===== config.mk =====
export PLATFORM = sky130hd
export DESIGN_NAME = mgp_ctrl
export DESIGN_NICKNAME = d
export VERILOG_FILES = /design/src/rtl/mgp_pkg.sv /design/src/rtl/mgp_ctrl.sv
export SDC_FILE = /design/constraint.sdc
export NUM_CORES = 1
export LEC_CHECK = 0
export BUFFER_PORTS_ARGS = -buffer_cell sky130_fd_sc_hd__clkbuf_2
export CORE_MARGIN = 10
export CORE_UTILIZATION = 35
export DETAILED_ROUTE_END_ITERATION = 8
export PLACE_DENSITY = 0.67
export SYNTH_ARGS = -nofsm -noshare
export SYNTH_HDL_FRONTEND = slang
export SYNTH_SLANG_ARGS = --single-unit

===== constraint.sdc =====
create_clock -name clk -period 1.5 [get_ports clk]
set_input_delay 0.225 -clock clk [delete_from_list [all_inputs] [get_ports clk]]
set_output_delay 0.225 -clock clk [all_outputs]
set_load 0.005 [all_outputs]

===== src/rtl/mgp_pkg.sv =====
// Shared types, constants and helpers for the Mandelbrot grayscale pixel core.
`timescale 1ns / 1ps

package mgp_pkg;

	localparam int FRAC_BITS = 28;
	localparam int COORD_W   = 32;
	localparam int ITER_W    = 16;
	localparam int XRES_W    = 13;
	localparam int PIX_W     = 12;
	localparam int GRAY_W    = 8;
	localparam int CFG_IDX_W = 3;

	// divider: numerator is width times height span, divisor a span
	localparam int NUM_W      = XRES_W + COORD_W;
	localparam int DEN_W      = COORD_W;
	localparam int STEP_CNT_W = $clog2(NUM_W + 1);

	// point, squared terms and iterate sums
	localparam int C_W   = COORD_W + PIX_W + 2;
	localparam int SQ_W  = 2 * COORD_W - FRAC_BITS + 2;
	localparam int SUM_W = ((SQ_W > C_W) ? SQ_W : C_W) + 2;

	localparam logic signed [SUM_W-1:0] ESC_LIMIT = SUM_W'(4) << FRAC_BITS;

	localparam logic [GRAY_W-1:0] GRAY_FULL     = 8'd255;
	localparam logic [ITER_W-1:0] PREVIEW_FLOOR = 16'd10;

	localparam logic [CFG_IDX_W-1:0] REG_X_MIN    = 3'd0;
	localparam logic [CFG_IDX_W-1:0] REG_X_MAX    = 3'd1;
	localparam logic [CFG_IDX_W-1:0] REG_Y_MIN    = 3'd2;
	localparam logic [CFG_IDX_W-1:0] REG_Y_MAX    = 3'd3;
	localparam logic [CFG_IDX_W-1:0] REG_MAX_ITER = 3'd4;
	localparam logic [CFG_IDX_W-1:0] REG_X_RES    = 3'd5;
	localparam logic [CFG_IDX_W-1:0] REG_PREVIEW  = 3'd6;

	localparam logic [COORD_W-1:0] X_MIN_RST    = 32'hE000_0000;
	localparam logic [COORD_W-1:0] X_MAX_RST    = 32'h1000_0000;
	localparam logic [COORD_W-1:0] Y_MIN_RST    = 32'hE800_0000;
	localparam logic [COORD_W-1:0] Y_MAX_RST    = 32'h1800_0000;
	localparam logic [ITER_W-1:0]  MAX_ITER_RST = 16'd256;
	localparam logic [XRES_W-1:0]  X_RES_RST    = 13'd1024;

	typedef enum logic [1:0] {
		DIV_HEIGHT,
		DIV_STEP_X,
		DIV_STEP_Y,
		DIV_GRAY
	} div_sel_t;

	typedef struct packed {
		logic     cfg_wr;
		logic     span_ld;
		logic     prod_ld;
		logic     deg_set;
		logic     div_start;
		div_sel_t div_sel;
		logic     h_ld;
		logic     sx_ld;
		logic     sy_ld;
		logic     pix_ld;
		logic     c_mul;
		logic     c_add;
		logic     iter_add;
		logic     iter_mul;
		logic     gray_ld;
		logic     out_ld;
	} mgp_cmd_t;

	typedef struct packed {
		logic span_bad;
		logic div_done;
		logic h_zero;
		logic oor;
		logic go_on;
		logic interior;
	} mgp_sts_t;

	function automatic logic signed [COORD_W-1:0] sat_coord(input logic signed [SUM_W-1:0] x);
		if (x[SUM_W-1:COORD_W-1] == '0 || x[SUM_W-1:COORD_W-1] == '1)
			sat_coord = x[COORD_W-1:0];
		else if (x[SUM_W-1])
			sat_coord = {1'b1, {(COORD_W-1){1'b0}}};
		else
			sat_coord = {1'b0, {(COORD_W-1){1'b1}}};
	endfunction

endpackage


===== src/rtl/mgp_ctrl.sv =====
// Controller: setup sequence, pixel sequence and output slot handshake.
`timescale 1ns / 1ps

module mgp_ctrl (
	input  logic              clk,
	input  logic              arst_n,
	input  logic              cfg_valid,
	output logic              cfg_ready,
	input  logic              in_valid,
	output logic              in_ready,
	output logic              out_valid,
	input  logic              out_ready,
	output mgp_pkg::mgp_cmd_t cmd,
	input  mgp_pkg::mgp_sts_t sts
);

	localparam logic [3:0] S_SPAN     = 4'd0;
	localparam logic [3:0] S_PROD     = 4'd1;
	localparam logic [3:0] S_H_GO     = 4'd2;
	localparam logic [3:0] S_DIV_H    = 4'd3;
	localparam logic [3:0] S_DIV_SX   = 4'd4;
	localparam logic [3:0] S_DIV_SY   = 4'd5;
	localparam logic [3:0] S_IDLE     = 4'd6;
	localparam logic [3:0] S_PIX_C    = 4'd7;
	localparam logic [3:0] S_PIX_ADD  = 4'd8;
	localparam logic [3:0] S_ITER_ADD = 4'd9;
	localparam logic [3:0] S_ITER_MUL = 4'd10;
	localparam logic [3:0] S_DIV_G    = 4'd11;
	localparam logic [3:0] S_FINISH   = 4'd12;

	logic [3:0] state_q, state_d;
	logic       out_valid_q;

	assign cfg_ready = state_q == S_IDLE;
	assign in_ready  = (state_q == S_IDLE) && !cfg_valid;
	assign out_valid = out_valid_q;

	always_comb begin
		cmd     = '0;
		state_d = state_q;
		unique case (state_q)
			S_SPAN: begin
				cmd.span_ld = 1'b1;
				state_d     = S_PROD;
			end
			S_PROD: begin
				if (sts.span_bad) begin
					cmd.deg_set = 1'b1;
					state_d     = S_IDLE;
				end else begin
					cmd.prod_ld = 1'b1;
					state_d     = S_H_GO;
				end
			end
			S_H_GO: begin
				cmd.div_start = 1'b1;
				cmd.div_sel   = mgp_pkg::DIV_HEIGHT;
				state_d       = S_DIV_H;
			end
			S_DIV_H: begin
				if (sts.div_done) begin
					if (sts.h_zero) begin
						cmd.deg_set = 1'b1;
						state_d     = S_IDLE;
					end else begin
						cmd.h_ld      = 1'b1;
						cmd.div_start = 1'b1;
						cmd.div_sel   = mgp_pkg::DIV_STEP_X;
						state_d       = S_DIV_SX;
					end
				end
			end
			S_DIV_SX: begin
				if (sts.div_done) begin
					cmd.sx_ld     = 1'b1;
					cmd.div_start = 1'b1;
					cmd.div_sel   = mgp_pkg::DIV_STEP_Y;
					state_d       = S_DIV_SY;
				end
			end
			S_DIV_SY: begin
				if (sts.div_done) begin
					cmd.sy_ld = 1'b1;
					state_d   = S_IDLE;
				end
			end
			S_IDLE: begin
				if (cfg_valid) begin
					cmd.cfg_wr = 1'b1;
					state_d    = S_SPAN;
				end else if (in_valid) begin
					cmd.pix_ld = 1'b1;
					state_d    = S_PIX_C;
				end
			end
			S_PIX_C: begin
				if (sts.oor) begin
					state_d = S_FINISH;
				end else begin
					cmd.c_mul = 1'b1;
					state_d   = S_PIX_ADD;
				end
			end
			S_PIX_ADD: begin
				cmd.c_add = 1'b1;
				state_d   = S_ITER_ADD;
			end
			S_ITER_ADD: begin
				if (sts.go_on) begin
					cmd.iter_add = 1'b1;
					state_d      = S_ITER_MUL;
				end else if (sts.interior) begin
					state_d = S_FINISH;
				end else begin
					cmd.div_start = 1'b1;
					cmd.div_sel   = mgp_pkg::DIV_GRAY;
					state_d       = S_DIV_G;
				end
			end
			S_ITER_MUL: begin
				cmd.iter_mul = 1'b1;
				state_d      = S_ITER_ADD;
			end
			S_DIV_G: begin
				if (sts.div_done) begin
					cmd.gray_ld = 1'b1;
					state_d     = S_FINISH;
				end
			end
			S_FINISH: begin
				if (!out_valid_q || out_ready) begin
					cmd.out_ld = 1'b1;
					state_d    = S_IDLE;
				end
			end
			default: state_d = S_SPAN;
		endcase
	end

	always_ff @(posedge clk or negedge arst_n) begin
		if (!arst_n) begin
			state_q     <= S_SPAN;
			out_valid_q <= 1'b0;
		end else begin
			state_q <= state_d;
			if (cmd.out_ld)
				out_valid_q <= 1'b1;
			else if (out_ready)
				out_valid_q <= 1'b0;
		end
	end

	a_one_accept: assert property (@(posedge clk) disable iff (!arst_n)
		!(cfg_valid && cfg_ready && in_valid && in_ready))
		else $error("config write and item taken together");

	a_item_starts: assert property (@(posedge clk) disable iff (!arst_n)
		in_valid && in_ready |=> state_q == S_PIX_C)
		else $error("accepted item not started");

endmodule


==> impl_metrics.yaml, run 1 <==
place:
  gp_congestion: 0.8608
  io_buffers: 30
  placed_cells: 146
  dp_hpwl_um: 1779
  dpl_cell_area_sq_um: 910.9
die:
  dieWidth_um: 59.75
  dieArea_sq_um: 3570
  top_level_ports: 31
  start_util_pct: 36.71
  die_y_um: 59.75
  core_area_sq_um: 1506
  core.rowCount: 14
yosys:
  synthesis.area_sq_um: 553.0
  synthArstFlopShare_pct: 100.0
  synth.top_cell.area_share_pct: 22.62
  post-synth-top-area-cell: "dfrtp_1"
  ys_ff_latch: 5
  avgSynthCellArea_sq_um: 6.744
  ys_seq_area_share_pct: 22.62
  yosys-top-cells-area: "dfrtp_1 23%, a21oi_1 9.0%, nor2b_1 5.7%"
  yosys_warnings: 0
  synth_ff_type: "dfrtp_1"
  ys_types: 30
  syn_nets: 93
  synth_edf_count: 0
  synth_cells: 82
power:
  power.density_nw_per_um2: 2197
  peakVddDrop_mv: 1.569
  p_leak_uw: 0.0006319
drt:
  drc: 0
  antenna_left: 0
  drt_iter0_markers: 53
  dr.pass1.iters: 4
  num_vias: 948
  avgViaCountPerCell: 5.852
  post_drt_wl_per_cell_um: 19.40
  routed_wl_um: 3143
worst_setup_path:
  worst_path_max_delay_cell: "or4_4"
  rr_worst_depth: 6
  startpoint_type: "flop"
  r2r-end: "state_q[0]"
  reg2reg_slack_ns: -0.19
  critPathKind: "reg2out"
  timing.rr.start: "state_q[3]"
  path_buf_inv: 1
  crit_arrival_ns: 1.59
  crit_required_ns: 1.27
  critical_path.cell_chain: "nand2b_4 -> or4_4 -> o2111ai_2 -> buf_2"
  crit_path_end_kind: "output pin"
  critPathCapture: "cmd[12]"
  slowest_delay_ns: 0.51
  cp_max_fo: 4
  worstSetupPathDepth: 4
  crit_family: "simple AND/OR/NAND/NOR gates"
  crit_path_start: "state_q[2]"
global_routing:
  track_usage_pct: 16.06
  grt_max_degree: 9
  grtUsageMet3_pct: 4.661
  grt_pass1_vias: 957
  antenna_found_initial: 0
  grt_use_met1_pct: 16.81
  overflow: 0
  met2_usage_pct: 27.94
  grt_pass1_wl_um: 4471
  busiest_layer: "met2"
cells_and_area:
  area_delta_synth_final_pct: 122.6
  antenna_cells: 0
  layout-drive-gt1-share_pct: 68.49
  fin_cells: 162
  finish.instance_area_sq_um: 1231
  final_nets: 158
sta:
  drv_slew: 0
  setup_violations: 19
  fmax_ghz: 0.5514
  fin_ws_ns: -0.3134
  min_period_over_period_pct: 120.9
  rsz0062_at_grt: "true"
  tightest_slew_ns: 0.2821
  slew_headroom_pct: 80.99
  fin_skew_ns: 0.0008865
  final-hold-violation-count: 0
  fin_tns_setup_ns: -2.690
  fin_crit_ns: 1.813
clocking:
  h-tree-depth: 1
  cts_root_buf: "clkbuf_4"
  clk_pin_slew_ns: 0.05
  cts_tree: "built"
  clk_path_buf_depth: 2
  cts.sinks: 5
  clk_latency_ns: 0.26
  cts_buffers: 3
outcome:
  outcome: "complete, but fails checks"
  violations: "negative setup slack"
worst_hold_path:
  hold_class: "in2async"
run:
  max_cap_viol_count: 0
-- cells in the mapped netlist, drive strengths merged, types with 3 or more instances --
master  instances
nand2           7
o21ai           5
nand2b          5
nor2b           5
nor3            6
a21oi          10
buf             3
inv             5
dfrtp           5
nand3           4
nor2            8
-- cell usage in the layout (no fill, tap or decap), types with 2 or more instances in the layout --
cell and instances:
buf_2 10, clkbuf_4 3, nor3_1 2, a21oi_1 9, buf_6 16, or4_4 2
clkbuf_2 18, nor2_4 2, inv_2 2, nor2b_1 4, dfrtp_2 3, inv_1 3
o21ai_0 3, or2_4 2, buf_4 17, nand2_1 6, nor3_2 3, dfrtp_1 2
nand3_2 2, nor2_2 3, nor2_1 3, nand2b_4 4
-- how the worst min path moves through the flow --
| stage | end | cells after the start |
|---|---|---|
| 2_1_floorplan | out_valid | 0 |
| 3_3_place_gp | out_valid | 1 |
| 3_5_place_dp | state_q[3] | 1 |
| 4_1_cts | out_valid | 3 |
| 5_1_grt | state_q[0] | 2 |
| 6_report | state_q[0] | 2 |
-- per-layer routing --
| layer | vias to the layer above | share of wire [%] |
|---|---|---|
| met5 | - | 0 |
| met4 | 0 | 3.9 |
| met2 | 54 | 52 |
| li1 | 418 | - |
| met1 | 460 | 35 |
| met3 | 16 | 9.3 |
-- state kept, by name, summed over array words and instances (netlist names) --
register	count
out_valid	1
state_q	4
-- metrics by stage --
step	setup slack (ns)	hold WS (ns)	power, uW	utilization, %
after global placement	-0.09940	0.04506	1671	60.47
final	-0.3134	0.3245	2705	81.73
after global routing	-0.3671	0.3409	2851	81.73
after floorplan	-0.01341	-0.07059	1030	-
after detailed placement	-0.1289	0.04521	1691	60.47
after CTS	-0.2614	0.3123	2387	76.33
-- timing repair --
action,CTS,global route
hold buffers,1,0
hold endpoints to repair,5,0
pin swaps,12,9
buffers inserted,8,7
resized for setup,38,28
setup endpoints to repair,19,22
-- report_power, final --
group / switching [uW] / total (uW) / internal (uW)
Clock: 73.8 / 176 / 102
Combinational: 1030 / 2230 / 1200
Sequential: 90.2 / 300 / 210
-- cell families after synthesis --
group / share of synthesized area, %
AOI/OAI and AO/OA: 24.21
and+or+nand+nor: 43.89
DFF: 22.62
buffers and inverters: 7.240
muxes: 2.036
-- final cells by class --
type	instances	area, sq um
Fill cell	91	275.3
Multi-Input combinational cell	68	544.3
Timing Repair Buffer	64	493.0
Tap cell	16	20.02
Sequential cell	5	128.9
Clock buffer	4	26.28
Inverter	5	18.77
-- worst reg2reg max path: stages, from the launching register on --
cell	delay (ns)
dfrtp_2	0.43
buf_6	0.13
nand2b_4	0.13
buf_6	0.13
o22a_1	0.23
o21ai_4	0.20
mux2_4	0.31
(Power assumes the default switching activity.)
==> run 2, diff against run 1 <==
--- a/config.mk
+++ b/config.mk
@@ -10,6 +10,7 @@
 export CORE_UTILIZATION = 35
 export DETAILED_ROUTE_END_ITERATION = 8
 export PLACE_DENSITY = 0.67
+export REMOVE_ABC_BUFFERS = 1
 export SYNTH_ARGS = -nofsm -noshare
 export SYNTH_HDL_FRONTEND = slang
 export SYNTH_SLANG_ARGS = --single-unit
==> impl_metrics.yaml, run 2 (synthesis results as in run 1) <==
worst_setup_path:
  critical_path.cell_chain: "nand2b_4 -> or4_4 -> o2111ai_2 -> buf_2"
  critPathKind: "reg2out"
  slowest_delay_ns: 0.54
  startpoint_type: "flop"
  cp_max_fo: 4
  crit_required_ns: 1.27
  crit_arrival_ns: 1.59
  worst_path_max_delay_cell: "or4_4"
  crit_path_end_kind: "output pin"
clocking:
  cts_tree: "built"
  clk_pin_slew_ns: 0.05
  clk_path_buf_depth: 2
  cts.sinks: 5
  cts_root_buf: "clkbuf_4"
  h-tree-depth: 1
  cts_buffers: 3
  clk_latency_ns: 0.24
power:
  peakVddDrop_mv: 1.592
  power.density_nw_per_um2: 2116
  p_leak_uw: 0.0005970
cells_and_area:
  layout-drive-gt1-share_pct: 64.34
  max_flop_register: "state_q"
  fin_cells: 159
  antenna_cells: 0
  final-seq-area_sq_um: 127.6
  final_nets: 155
  fillers: 115
  multi_input_area_sq_um: 515.5
  largest_register_ffs: 4
  final_cell_mix: "20 x clkbuf_2, 17 x buf_4, 13 x buf_6"
  finish.instance_area_sq_um: 1152
  area_delta_synth_final_pct: 108.4
  layout_commonest_cell: "clkbuf_2"
drt:
  drt_iter0_markers: 22
  drc: 0
  avgViaCountPerCell: 5.566
  routed_wl_um: 2560
  num_vias: 885
  antenna_left: 0
  post_drt_wl_per_cell_um: 16.10
  dr.pass1.iters: 4
sta:
  fin_skew_ns: 0.008147
  fmax_ghz: 0.5497
  setup_violations: 15
  fin_crit_ns: 1.819
  final-hold-violation-count: 0
  slew_headroom_pct: 83.07
  tightest_slew_ns: 0.2512
  rsz0062_at_grt: "true"
  drv_slew: 0
  min_period_over_period_pct: 121.3
  fin_tns_setup_ns: -2.043
  fin_ws_ns: -0.3193
global_routing:
  grt_pass1_vias: 829
  grt_pass1_wl_um: 3670
  overflow: 0
  grt_max_degree: 10
  track_usage_pct: 12.57
  antenna_found_initial: 0
die:
  dieWidth_um: 59.75
  top_level_ports: 31
  die_y_um: 59.75
  dieArea_sq_um: 3570
  start_util_pct: 36.71
  core.rowCount: 14
  core_area_sq_um: 1506
outcome:
  outcome: "complete, but fails checks"
  violations: "negative setup slack"
place:
  dp_hpwl_um: 1699
  io_buffers: 30
  gp_congestion: 0.8091
  dpl_cell_area_sq_um: 829.5
  placed_cells: 141
run:
  max_cap_viol_count: 0
worst_hold_path:
  hold_class: "in2reg"
-- run 2: metrics by stage --
stage          util (%)  hold WS, ns  total power [uW]  setup slack [ns]
2_1_floorplan         -     -0.07059             900.1           -0.2213
3_3_place_gp      55.07      0.04457              1509           -0.1243
3_5_place_dp      55.07      0.04588              1517           -0.1442
4_1_cts           69.44       0.2933              2136           -0.3073
5_1_grt           76.50       0.3250              2605           -0.3554
6_report          76.50       0.3024              2439           -0.3193
-- run 2: final timing paths --
path | from | to | slack (ns) | depth (start not counted)
max | state_q[2] | cmd[12] | -0.32 | 4
min | out_ready | out_valid | 0.30 | 3
max reg2reg | state_q[2] | state_q[0] | -0.15 | 6
min reg2reg | out_valid | out_valid | 0.55 | 2
max in group asynchronous | arst_n | state_q[1] | 1.01 | 2
min in group asynchronous | arst_n | out_valid | 0.33 | 2
-- run 2: area by class of cell --
class	instances	share of cell area [%]
Inverter	5	1.629
Tap cell	16	1.737
Multi-Input combinational cell	68	44.73
Clock buffer	4	2.280
Timing Repair Buffer	61	38.54
Sequential cell	5	11.07
-- run 2: what timing repair did --
item / in CTS / in global routing
cloned: 0 / 1
hold buffers: 1 / 0
pin swaps: 7 / 9
buffers inserted: 6 / 9
setup endpoints to repair: 19 / 20
endpoints found under the hold margin: 5 / 0
gates resized for setup: 33 / 27
-- run 2: routing by layer --
| metal | vias to the layer above | wire length, um | global-route usage, % | part of all wire, % |
|---|---|---|---|---|
| met5 | - | 0 | 0 | 0 |
| met4 | 0 | 27 | 2.885 | 1.1 |
| met3 | 4 | 303 | 5.932 | 12 |
| met2 | 49 | 1143 | 19.85 | 45 |
| met1 | 418 | 1086 | 14.97 | 42 |
| li1 | 414 | - | - | - |
-- run 2: critical path, delay by kind of cell (launching register included) --
kind,cells,cell delay [ns]
AOI/OAI and AO/OA,1,0.08
DFF,1,0.43
buffers and inverters,1,0.14
and+or+nand+nor,2,0.69
-- run 2: where the power goes --
part	internal, uW	switching, uW	total (uW)
logic	1070	933	2000
clock network	101	53.9	154
registers	208	72.6	280
